<file path="src/zrbe_pkg.sv">
package zrbe_pkg;

  localparam int RunBits    = 16;
  localparam int NdigBits   = $clog2(RunBits + 1);
  localparam int QueueDepth = 4;
  localparam int QPtrBits   = $clog2(QueueDepth);

  localparam logic [RunBits-1:0] RunMax      = {RunBits{1'b1}};
  localparam logic [7:0]         ZeroSymbolReset = 8'd48;

  typedef enum logic [1:0] {
    KIND_LIT  = 2'd0,
    KIND_RUNA = 2'd1,
    KIND_RUNB = 2'd2
  } kind_t;

  typedef struct packed {
    logic [RunBits-1:0]  bits;
    logic [NdigBits-1:0] ndig;
    logic                has_lit;
    logic [7:0]          lit;
  } job_t;

  function automatic logic [NdigBits-1:0] msb_index(input logic [RunBits:0] v);
    logic [NdigBits-1:0] idx;
    idx = '0;
    for (int i = 0; i <= RunBits; i++) begin
      if (v[i]) begin
        idx = NdigBits'(i);
      end
    end
    return idx;
  endfunction

endpackage

</file>
<file path="src/zrbe_queue.sv">
module zrbe_queue (
  input  logic          clk,
  input  logic          rst,
  input  logic          push,
  input  zrbe_pkg::job_t push_job,
  output logic          full,
  input  logic          pop,
  output zrbe_pkg::job_t head,
  output logic          empty
);
  import zrbe_pkg::*;

  job_t                entries [QueueDepth];
  logic [QPtrBits-1:0] wr_ptr;
  logic [QPtrBits-1:0] rd_ptr;
  logic [QPtrBits:0]   count;
  logic                do_push;
  logic                do_pop;

  assign full    = (count == (QPtrBits+1)'(QueueDepth));
  assign empty   = (count == '0);
  assign head    = entries[rd_ptr];
  assign do_push = push && !full;
  assign do_pop  = pop && !empty;

  always_ff @(posedge clk) begin
    if (rst) begin
      wr_ptr <= '0;
      rd_ptr <= '0;
      count  <= '0;
    end else begin
      if (do_push) begin
        wr_ptr <= wr_ptr + 1'b1;
      end
      if (do_pop) begin
        rd_ptr <= rd_ptr + 1'b1;
      end
      case ({do_push, do_pop})
        2'b10:   count <= count + 1'b1;
        2'b01:   count <= count - 1'b1;
        default: count <= count;
      endcase
    end
  end

  always_ff @(posedge clk) begin
    if (do_push) begin
      entries[wr_ptr] <= push_job;
    end
  end

endmodule

</file>
<file path="src/zrbe_front.sv">
module zrbe_front (
  input  logic          clk,
  input  logic          rst,
  input  logic          in_valid,
  output logic          in_ready,
  input  logic [7:0]    symbol,
  input  logic          end_of_stream,
  input  logic          cfg_wr_en,
  input  logic [7:0]    cfg_wr_data,
  input  logic          q_full,
  output logic          push,
  output zrbe_pkg::job_t push_job
);
  import zrbe_pkg::*;

  logic [7:0]          zero_symbol;
  logic [RunBits-1:0]  run_length;
  logic [RunBits-1:0]  run_length_next;
  logic                accept;
  logic                is_zero;
  logic [RunBits-1:0]  len_inc;
  logic [RunBits-1:0]  run_cnt;
  logic                flush_run;
  logic [RunBits:0]    code;
  logic [NdigBits-1:0] top;
  logic [RunBits:0]    aligned;

  assign in_ready = !q_full;
  assign accept   = in_valid && !q_full;

  always_comb begin
    is_zero   = (symbol == zero_symbol);
    len_inc   = (run_length < RunMax) ? run_length + 1'b1 : run_length;
    run_cnt   = is_zero ? len_inc : run_length;
    flush_run = is_zero ? ((len_inc == RunMax) || end_of_stream) : (run_length != '0);
    code      = {1'b0, run_cnt} + 1'b1;
    top       = msb_index(code);
    aligned   = code << (NdigBits'(RunBits) - top);

    push             = accept && (!is_zero || flush_run);
    push_job.bits    = flush_run ? aligned[RunBits-1:0] : '0;
    push_job.ndig    = flush_run ? top : '0;
    push_job.has_lit = !is_zero;
    push_job.lit     = symbol;

    run_length_next = (is_zero && !flush_run) ? len_inc : '0;
  end

  always_ff @(posedge clk) begin
    if (rst) begin
      zero_symbol <= ZeroSymbolReset;
      run_length  <= '0;
    end else begin
      if (cfg_wr_en) begin
        zero_symbol <= cfg_wr_data;
      end
      if (accept) begin
        run_length <= run_length_next;
      end
    end
  end

endmodule

</file>
<file path="src/zrbe_back.sv">
module zrbe_back (
  input  logic          clk,
  input  logic          rst,
  input  zrbe_pkg::job_t head,
  input  logic          q_empty,
  output logic          pop,
  output logic          out_valid,
  input  logic          out_ready,
  output logic [1:0]    kind,
  output logic [7:0]    literal,
  output logic          last
);
  import zrbe_pkg::*;

  job_t  cur;
  logic  job_valid;
  logic  emit_ok;
  logic  is_digit;
  kind_t res_kind;
  logic  res_last;
  logic  load;

  always_comb begin
    emit_ok  = job_valid && (!out_valid || out_ready);
    is_digit = (cur.ndig != '0);
    if (is_digit) begin
      res_kind = cur.bits[RunBits-1] ? KIND_RUNB : KIND_RUNA;
      res_last = (cur.ndig == NdigBits'(1)) && !cur.has_lit;
    end else begin
      res_kind = KIND_LIT;
      res_last = 1'b1;
    end
    load = (!job_valid || (emit_ok && res_last)) && !q_empty;
    pop  = load;
  end

  always_ff @(posedge clk) begin
    if (rst) begin
      job_valid <= 1'b0;
      out_valid <= 1'b0;
    end else begin
      if (load) begin
        job_valid <= 1'b1;
      end else if (emit_ok && res_last) begin
        job_valid <= 1'b0;
      end
      if (emit_ok) begin
        out_valid <= 1'b1;
      end else if (out_ready) begin
        out_valid <= 1'b0;
      end
    end
  end

  always_ff @(posedge clk) begin
    if (load) begin
      cur <= head;
    end else if (emit_ok && is_digit) begin
      cur.bits <= cur.bits << 1;
      cur.ndig <= cur.ndig - 1'b1;
    end
    if (emit_ok) begin
      kind    <= res_kind;
      literal <= is_digit ? 8'd0 : cur.lit;
      last    <= res_last;
    end
  end

endmodule

</file>
<file path="src/zero_run_bijective_encoder.sv">
// An accepted request passes the job queue, the back-end job register and the output
// register in order. Throughput: one request per cycle while the queue is not full; one
// result per cycle while not stalled, set by the back-end digit generator, so a run
// flush of N digits yields N results while a four-entry job queue keeps input flowing.
// Reset (rst, synchronous, active high): clears the run counter, queue and output,
// and sets the zero symbol to 48.
module zero_run_bijective_encoder (
  input  logic       clk,
  input  logic       rst,
  input  logic       s_axis_tvalid,
  output logic       s_axis_tready,
  input  logic [7:0] s_axis_tdata,   // [7:0] symbol
  input  logic       s_axis_tlast,
  output logic       m_axis_tvalid,
  input  logic       m_axis_tready,
  output logic [7:0] m_axis_tdata,   // [7:0] literal
  output logic [1:0] m_axis_tuser,   // [1:0] kind
  output logic       m_axis_tlast,
  input  logic       cfg_wr_en,
  input  logic [7:0] cfg_wr_data
);
  import zrbe_pkg::*;

  logic q_full;
  logic q_empty;
  logic push;
  logic pop;
  job_t push_job;
  job_t head;

  zrbe_front u_front (
    .clk           (clk),
    .rst           (rst),
    .in_valid      (s_axis_tvalid),
    .in_ready      (s_axis_tready),
    .symbol        (s_axis_tdata),
    .end_of_stream (s_axis_tlast),
    .cfg_wr_en     (cfg_wr_en),
    .cfg_wr_data   (cfg_wr_data),
    .q_full        (q_full),
    .push          (push),
    .push_job      (push_job)
  );

  zrbe_queue u_queue (
    .clk      (clk),
    .rst      (rst),
    .push     (push),
    .push_job (push_job),
    .full     (q_full),
    .pop      (pop),
    .head     (head),
    .empty    (q_empty)
  );

  zrbe_back u_back (
    .clk       (clk),
    .rst       (rst),
    .head      (head),
    .q_empty   (q_empty),
    .pop       (pop),
    .out_valid (m_axis_tvalid),
    .out_ready (m_axis_tready),
    .kind      (m_axis_tuser),
    .literal   (m_axis_tdata),
    .last      (m_axis_tlast)
  );

endmodule
</file>
<file path="config.mk">
export PLATFORM = sky130hd
export DESIGN_NAME = zero_run_bijective_encoder
export DESIGN_NICKNAME = d
export VERILOG_FILES = /design/src/zrbe_pkg.sv /design/src/zrbe_queue.sv /design/src/zrbe_front.sv /design/src/zrbe_back.sv /design/src/zero_run_bijective_encoder.sv
export SDC_FILE = /design/constraint.sdc
export NUM_CORES = 1
export LEC_CHECK = 0
export ABC_AREA = 1
export BUFFER_PORTS_ARGS = -buffer_cell sky130_fd_sc_hd__buf_2
export CAP_MARGIN = 20
export CORE_ASPECT_RATIO = 0.5
export CORE_MARGIN = 2
export CORE_UTILIZATION = 65
export CTS_CLUSTER_SIZE = 25
export DETAILED_ROUTE_END_ITERATION = 6
export GPL_ROUTABILITY_DRIVEN = 0
export PLACE_DENSITY = 0.91
export SYNTH_ARGS = -nofsm -noshare
export SYNTH_HDL_FRONTEND = slang
export SYNTH_HIERARCHICAL = 1
export SYNTH_SLANG_ARGS = --single-unit
</file>
<file path="constraint.sdc">
create_clock -name clk -period 8.2 [get_ports clk]
set_input_delay 0.41 -clock clk [delete_from_list [all_inputs] [get_ports clk]]
set_output_delay 0.41 -clock clk [all_outputs]
set_load 0.02 [all_outputs]
</file>
======== Yosys cells after proc, flatten, opt, wreduce, memory -nomap -nowiden ========
Memories as Yosys holds them, arrays and structs flattened. A register that Yosys moved wholly into a read port is not among the register bits.
Index checks and enable logic that the tools add are counted.
storage, ports and cells
  bits in registers ....................... 74
  RAM bits ................................ 120
  input port bits ......................... 22
  output and inout bits ................... 13
  logic and storage cells ................. 94
  memories ................................ 1
cells by class
  $add $sub $neg .......................... 8
  magnitude comparators ................... 1
  equality and inequality tests ........... 6
  shifts and indexed selects .............. 1
  muxes and demuxes ....................... 35
  reduce and logical (&&, ||, !) cells .... 28
memories
  memory           words  bits a word  rd ports  clocked after memory_dff  wr ports  line              RTL
  u_queue.entries  4      30           1         1                         1         zrbe_queue.sv:13  job_t entries [QueueDepth];
operators by type and width
  cell                                                 count
  2-to-1 mux 16 bit                                    4
  2-to-1 mux 21 bit                                    2
  2-to-1 mux 4 bit                                     8
  adder 16 x 1 -> 17 bit, second input constant        1
  << shifter 17 x 5 -> 16 bit                          1
  adder 16 x 1 -> 16 bit, second input constant        1
  equality test 16 bit, second input constant          1
  less-than comparator 16 bit, second input constant   1
  nonzero test 16 bit                                  1
  2-to-1 mux 3 bit                                     4
  logical AND 1 bit                                    10
  2-to-1 mux 2 bit                                     5
  2-to-1 mux 5 bit                                     2
  2-to-1 mux 1 bit                                     9
  equality test 8 bit                                  1
  nonzero test 2 bit                                   4
  logical NOT 1 bit                                    7
  case mux 3 bit (2 select lines)                      1
  equality test 5 x 1 -> 1 bit, second input constant  1
  nonzero test 5 bit                                   1
  subtractor 5 x 1 -> 5 bit, second input constant     1
  subtractor 5 bit, first input constant               1
  adder 2 x 1 -> 2 bit, second input constant          2
  logical OR 1 bit                                     4
  other kinds (6)                                      6

======== Depth between registers and ports, before layout ========
Gate-level depths: netlist (run 1).
  depth in word-level cells ............... 23
  gate-level depth with buffers ........... 39
  gate-level depth less buffers ........... 37

======== By module ========
Netlist (run 1), hierarchy kept.
by module, submodules not included
  module      times used  cells each  area an instance (µm²)  sequential area each (µm²)
  zrbe_queue  1           361         5,011.1                 3,783.6
  zrbe_front  1           610         3,315.7                 480.5
  zrbe_back   1           165         1,878.1                 1,271.2

======== Worst setup path before layout (run 1) ========
OpenSTA, ideal clock, no wires.
  path kind ............................... reg2reg
  from .................................... register u_front.run_length[0]
  to ...................................... memory u_queue/entries[0][29] (netlist name), data pin
  arrival time ............................ 3.972 ns
  path slack .............................. 3.963 ns
  cell stages (with the launch flop) ...... 36
  path buffers ............................ 3
  clock period less this slack ............ 4.237 ns
  cell sequence ........................... dfxtp_1 -> ha_1 -> nand2_1 -> nor2_2 -> nand2_2 -> inv_2 -> nand2_2 -> buf_6 -> nand2_1 -> nand2_1 -> nand2_1 -> nand2_1 -> ha_1 -> nand3_2 -> xor2_1 -> nand2_1 -> nand2_1 -> nand2_1 -> nand2_1 -> nand2_1 -> nand2_1 -> nand2_1 -> nand2_1 -> nand2_1 -> nand2_1 -> nand2_4 -> nand2_4 -> buf_6 -> inv_1 -> ha_1 -> clkinv_1 -> clkbuf_1 -> nand3_1 -> nand3_1 -> nand3_1 -> nand2_1
RTL lines
  what                    line              RTL
  start, declared         zrbe_front.sv:17  logic [RunBits-1:0] run_length;
  start signal, assigned  zrbe_front.sv:58  run_length <= run_length_next;
  end, declared           zrbe_queue.sv:13

==> key figures, run 1 <==
Outcome
  – Status: finished, violations left
  – Failing checks: design-rule violations

Die
  – DIE AREA: 0.0168 mm²
  – Core area: 0.0154 mm²
  – Initial Util: 66.4%
  – Die height: 92.6 µm
  – Die Wd: 181 µm
  – Top Ports: 35
  – # rows: 32

Timing
  – Final setup vio count: 0
  – Sum Neg Setup Slack: 0 ns
  – Hold Vio Cnt, Final: 0
  – Worst slew pin tran: 1.08 ns
  – Final Slew Violations: 0
  – Final WS setup: 2.63 ns
  – Max frequency: 0.179 GHz
  – Crit path time final: 5.57 ns
  – Unrepaired setup endpoints after global routing: false
  – Period utilisation layout: 67.9%
  – Slew margin rel.: 27.6%
  – Clock skew: 0.0122 ns

Clock tree
  – Clock sinks: 196
  – Root Driver: clkbuf_16
  – Num CTS Buffers: 17
  – CTS tree: built
  – # hold bufs at CTS: 0
  – CTS clock-pin slew for the worst setup and hold paths: 0.08 ns
  – CTS resizes: 0
  – Worst-Skew Late Latency: 0.45 ns
  – Clock tree buffer depth: 2
  – H-tree depth: 4
  – Postcts setup bufs: 0

Placed design
  – Post-DP HPWL: 15100 µm
  – Dpl ws: 2.96 ns
  – IO buf count: 34

Detailed routing
  – DR vias/cell: 6.19
  – Detailed-route DRC error count: 56
  – Iteration-0 DRC Markers: 1259
  – Via count: 8437
  – Drt first pass iters: 7
  – Post-DR wirelength/cell: 18.0 µm
  – Final WL: 24600 µm
  – DRT antenna net count: 0

Synth
  – Post-synthesis simple-gate area fraction: 25.6%
  – Mean Syn Cell Area: 8.98 µm²
  – Synth Instances: 1136
  – Register area share after synthesis: 54.2%
  – Total of warnings raised by yosys: 6
  – #FFs+latches synth: 196
  – Post-Synth XOR/XNOR Area: 1.56%
  – Synth cell count leaders: 255 x nand2_1, 161 x edfxtp_1, 129 x nand3_1
  – Number of synthesized flops with an enable pin: 161
  – Mux contribution to synthesized area: 0%
  – Ys flop type: edfxtp_1
  – Post-synthesis async set-or-reset flop share: 0%
  – Area contributors post-synth: edfxtp_1 47%, nand2_1 9.4%, dfxtp_1 6.9%
  – Largest family of logic cells by synthesized area: simple AND/OR/NAND/NOR gates
  – Share of the synthesized area in the top cell type: 47.4%
  – Synthesized net count: 1171
  – Synth Area in Compound Gates: 8.84%
  – Yosys cell types: 41
  – Syn Std Cell Area: 0.0102 mm²
  – Top-count cell post-synth: nand2_1
  – Adder-cell share of the synthesized area: 1.67%
  – Yosys top cell by area: edfxtp_1

Setup path
  – Critical Path Max Stage Delay: 0.58 ns
  – Critical path class: flop to flop
  – Critical Path RT: 8.35 ns
  – Slowest CP cell: ha_1
  – Crit. End Element: flop
  – Crit Path Max Fanout: 17
  – Startpoint types: flop
  – CP bufs+invs: 3
  – Cell family with most CP delay: simple AND/OR/NAND/NOR gates
  – Crit path DAT: 5.72 ns
  – Critical Path Most Common Cell: nand2_1

Global route
  – First-pass GRT wire length: 39500 µm
  – Largest net degree at the start of global routing: 62
  – Gr usage total: 30.3%
  – Vias in the first global route: 7953
  – Initial antenna violation count: 0
  – Gr ovfl total: 0

Power and ir drop
  – Switching Share: 40.6%
  – Clock Power Share: 23.7%
  – Reg power frac: 40.1%
  – Psw: 1.56 mW
  – PD cells: 350 mW/mm²
  – Logic pwr share: 36.2%
  – Internal power: 2.28 mW
  – Leakage power total: 4.49 nW
  – Power, Total: 3.83 mW
  – Worst VDD drop: 0.000163 V

Final layout
  – Share of cells above drive strength 1: 13.6%
  – Diode count: 0
  – Synth-to-layout area growth: 7.45%
  – Final Core Density: 71.3%
  – # nets final: 1181
  – Fill count: 968

Hold path
  – Min-delay worst type: input port to flop

Job
  – Max cap viols: 0
==> power groups by stage <==
stage / Combinational (mW) / Clock, mW / Sequential (mW)
floorplan: 1.04 / 0 / 1.56
global placement: 1.23 / 0 / 1.54
detailed placement: 1.30 / 0 / 1.55
CTS: 1.34 / 0.913 / 1.53
global route: 1.51 / 0.951 / 1.56
finish: 1.39 / 0.910 / 1.54
==> worst paths after layout <==
path                           from                endpoint  slack [ns]  cells past startpoint
max           u_front/run_length[0]  u_queue/entries[3][28]        2.63                     33
min                  cfg_wr_data[5]  u_front/zero_symbol[5]        0.19                      3
max reg2reg   u_front/run_length[0]  u_queue/entries[3][28]        2.63                     33
min reg2reg  u_front/zero_symbol[0]  u_front/zero_symbol[0]        0.49                      2
==> cell usage in the layout, fill, tap and decap left out, types with 12 or more instances in the layout <==
| cell type | n |
|---|---|
| a21oi_1 | 31 |
| edfxtp_1 | 161 |
| inv_1 | 93 |
| nand3_1 | 129 |
| o21ai_1 | 37 |
| ha_1 | 12 |
| inv_2 | 19 |
| o22ai_1 | 31 |
| nand4_1 | 14 |
| nor2_2 | 14 |
| clkbuf_16 | 17 |
| dfxtp_1 | 34 |
| buf_2 | 34 |
| nand2_1 | 255 |
| nand2_2 | 23 |
| o21ai_0 | 49 |
| nor2_1 | 115 |
==> logic make-up (layout without fill, tap and decap cells) <==
group                      count (synthesis)  after routing
DFF                                      196            196
buffers and inverters                    166            189
adders and majority gates                 13             13
and+or+nand+nor                          582            582
xor gates and xnor gates                  16             16
AOI/OAI and AO/OA                        163            163
==> registers in the layout, indices dropped and copies added (netlist names), 3 cells and up, named ones only <==
signal / count
u_back/cur: 30
u_queue/count: 3
u_front/zero_symbol: 8
u_queue/entries: 120
u_front/run_length: 16
u_back/literal: 8
==> routing by layer <==
metal	up-vias	wire length (µm)	GRT usage, %
met2	642	11300	48.7
met1	3830	9720	40.2
met5	-	0	0
li1	3861	-	-
met3	104	2810	6.65
met4	0	776	13.0
==> layout make-up <==
class                           count  area [µm²]  area share (%)
Clock buffer                       17         425            3.88
Multi-Input combinational cell    774        3850            35.2
Inverter                          116         444            4.05
Tap cell                          204         255            2.33
Clock inverter                     15         226            2.07
Sequential cell                   196        5540            50.5
Timing Repair Buffer               41         223            2.03
==> through the flow <==
| step | hold slack, ns | cells | instance area [µm²] |
|---|---|---|---|
| 3_3_place_gp | 0.452 | 1331 | 10300 |
| 3_5_place_dp | 0.479 | 1331 | 10300 |
| 2_1_floorplan | 0.441 | 1136 | 10200 |
| 5_1_grt | 0.201 | 1363 | 11000 |
| 6_report | 0.190 | 1363 | 11000 |
| 4_1_cts | 0.177 | 1363 | 11000 |
==> tightest hold or removal path: stages <==
cell     delay, ns
buf_2         0.07
a21oi_1       0.05
o21ai_0       0.06
Note: power is estimated with default switching activity, not from simulation.
==> run 2: changes to the inputs <==
CORE_UTILIZATION = 56   (was 65)
PLACE_DENSITY = 0.84   (was 0.91)
clock period = 5.02 ns   (was 8.2 ns; I/O delays follow)
==> run 2 against run 1 <==
Net effect:
- the flow now finishes without violations
- die area grew 16%
- wire length is 6.7% lower
- maximum frequency increased by 21%
- critical path depth fell by 6
- combinational power up 65%
- critical path type unchanged
==> key figures, run 2 (synthesis results as in run 1) <==
Outcome
  – Status: finished clean

Placed design
  – IO buf count: 34 (unchanged)
  – Post-DP HPWL: 14800 µm (-2.0%)
  – Area of placed instances: 0.0104 mm² (+0.51%)

Final layout
  – Largest Register: u_queue/entries
  – Final Core Density: 63.1% (-8.2 points)
  – Diode count: 0 (unchanged)
  – Max reg flops: 120 (unchanged)
  – Finished Cell Area: 0.0111 mm² (+1.3%)
  – Footprint of the multi-input gates: 0.00389 mm² (+1.0%)
  – # nets final: 1189 (+0.68%)
  – Synth-to-layout area growth: 8.89%
  – Share of cells above drive strength 1: 15.1% (+1.4 points)
  – Commonest non-fill, non-tap cell in the layout: nand2_1
  – Largest registers: u_queue/entries: 120 flops, u_back/cur: 30 flops, u_front/run_length: 16 flops
  – Flip-flop and latch area: 0.00554 mm² (about the same)
  – Fill count: 1348 (+39%)
  – Commonest non-fill, non-tap cells in the layout: 255 x nand2_1, 161 x edfxtp_1, 129 x nand3_1

Timing
  – Period utilisation layout: 92.0% (+24 points)
  – Sum Neg Setup Slack: 0 ns (unchanged)
  – Final Slew Violations: 0 (unchanged)
  – Hold Vio Cnt, Final: 0 (unchanged)
  – Unrepaired setup endpoints after global routing: false
  – Crit path time final: 4.62 ns (-0.955 ns)
  – Max frequency: 0.217 GHz (+21%)
  – Worst slew pin tran: 1.01 ns (-0.0752 ns)
  – Slew margin rel.: 32.6% (+5.0 points)
  – Final setup vio count: 0 (unchanged)
  – Clock skew: 0.0103 ns (-0.00183 ns)

Setup path
  – Crit. End Element: flop
  – Worst reg-to-reg setup slack: 0.40 ns (-2.23 ns)
  – Crit Path Max Fanout: 17 (unchanged)
  – Startpoint types: flop
  – Critical Path RT: 5.26 ns (-3.09 ns)
  – Reg2reg path depth: 27 (-18%)
  – Critical path class: flop to flop
  – Crit path DAT: 4.86 ns (-0.86 ns)

Clock tree
  – CTS tree: built
  – Clock sinks: 196 (unchanged)
  – Num CTS Buffers: 17 (unchanged)
  – Worst-Skew Late Latency: 0.44 ns (about the same)
  – CTS clock-pin slew for the worst setup and hold paths: 0.09 ns (about the same)
  – # hold bufs at CTS: 0 (unchanged)
  – H-tree depth: 4 (unchanged)
  – Clock tree buffer depth: 2 (unchanged)
  – Root Driver: clkbuf_16

Global route
  – Gr ovfl total: 0 (unchanged)
  – Largest net degree at the start of global routing: 62 (unchanged)
  – Vias in the first global route: 7483 (-5.9%)
  – First-pass GRT wire length: 36800 µm (-6.8%)
  – Gr usage total: 24.1% (-6.2 points)
  – Initial antenna violation count: 0 (unchanged)

Detailed routing
  – Iteration-0 DRC Markers: 1050 (-17%)
  – Detailed-route DRC error count: 0 (-100%)
  – Via count: 8133 (-3.6%)
  – DR vias/cell: 5.81 (-6.2%)
  – Final WL: 22900 µm (-6.7%)
  – Post-DR wirelength/cell: 16.4 µm (-9.2%)
  – Drt first pass iters: 6 (-1)
  – DRT antenna net count: 0 (unchanged)

Die
  – Top Ports: 35 (unchanged)
  – Core area: 0.0176 mm² (+15%)
  – # rows: 34 (+6.3%)
  – Die Wd: 195 µm (+7.6%)
  – Die height: 99.5 µm (+7.4%)
  – Initial Util: 57.9% (-8.4 points)
  – DIE AREA: 0.0194 mm² (+16%)

Hold path
  – WHS Path Cells: 3 (unchanged)
  – Min-delay worst type: input port to flop

Power and ir drop
  – Worst VDD drop: 0.000326 V (+100%)
  – PD cells: 561 mW/mm² (+60%)
  – Leakage power total: 4.53 nW (+0.85%)

Job
  – Max cap viols: 0 (unchanged)
## run 2: path summary, 6_finish.rpt
kind / end / from
max: u_queue/entries[3][16] / u_front/run_length[1]
min: u_front/zero_symbol[4] / cfg_wr_data[4]
max reg2reg: u_queue/entries[3][16] / u_front/run_length[1]
min reg2reg: u_front/zero_symbol[3] / u_front/zero_symbol[3]
## run 2: what timing repair did
item / CTS / global route
gates resized for setup: 1 / 12
setup endpoints to repair: 8 / 64
setup buffers: 0 / 5
pin swaps: 0 / 1
## run 2: area by class of cell
class,instances,share of cell area [%]
well taps,234,2.63
repair buffers,49,2.61
clock inverters,15,2.03
multi-input cells,774,35.0
inverters,116,4.02
flip-flops and latches,196,49.8
clock buffers,17,3.83
## run 2: critical path: stages, from the launching register on
cell and delay, ns:
dfxtp_1 0.42, ha_2 0.25, nand2_1 0.08, nor2_2 0.15
nand2_2 0.11, nor2_1 0.14, nand2_1 0.06, nand2_1 0.10
nand2_1 0.07, nand2_2 0.13, ha_1 0.22, nand3_2 0.12
clkinv_2 0.11, nand2_2 0.08, nor2_4 0.13, nand4_2 0.13
nor2_2 0.23, inv_2 0.14, nand2_2 0.32, nand2_8 0.13
inv_1 0.10, ha_2 0.26, buf_4 0.19, inv_4 0.16
nand3_1 0.13, nand2_1 0.12, nand2_1 0.07, nor2_1 0.26
## run 2: per-stage QoR
step	power (mW)	hold slack (ns)	std cells	worst slack, ns
6_report	6.23	0.0423	1401	0.404
2_1_floorplan	4.25	0.320	1136	0.783
3_5_place_dp	4.65	0.457	1363	0.0199
4_1_cts	6.13	0.0316	1395	0.0653
3_3_place_gp	4.54	0.455	1363	0.312
5_1_grt	6.58	0.0722	1401	0.0208
## run 2: report_power, final
part	leakage [nW]	switching, mW	total [mW]	internal, mW
combinational	2.42	1.64	2.29	0.651
sequential	1.79	0.133	2.50	2.36
clock	0.313	0.736	1.45	0.709
total	4.53	2.51	6.23	3.73
## run 2: per-layer routing
layer  vias to the layer above  GRT usage (%)  routed length (µm)
met2                       437           39.3               10700
met3                        40           4.20                2120
met4                         0           7.52                 302
li1                       3867              -                   -
met1                      3789           33.3                9820
met5                         -              0                   0
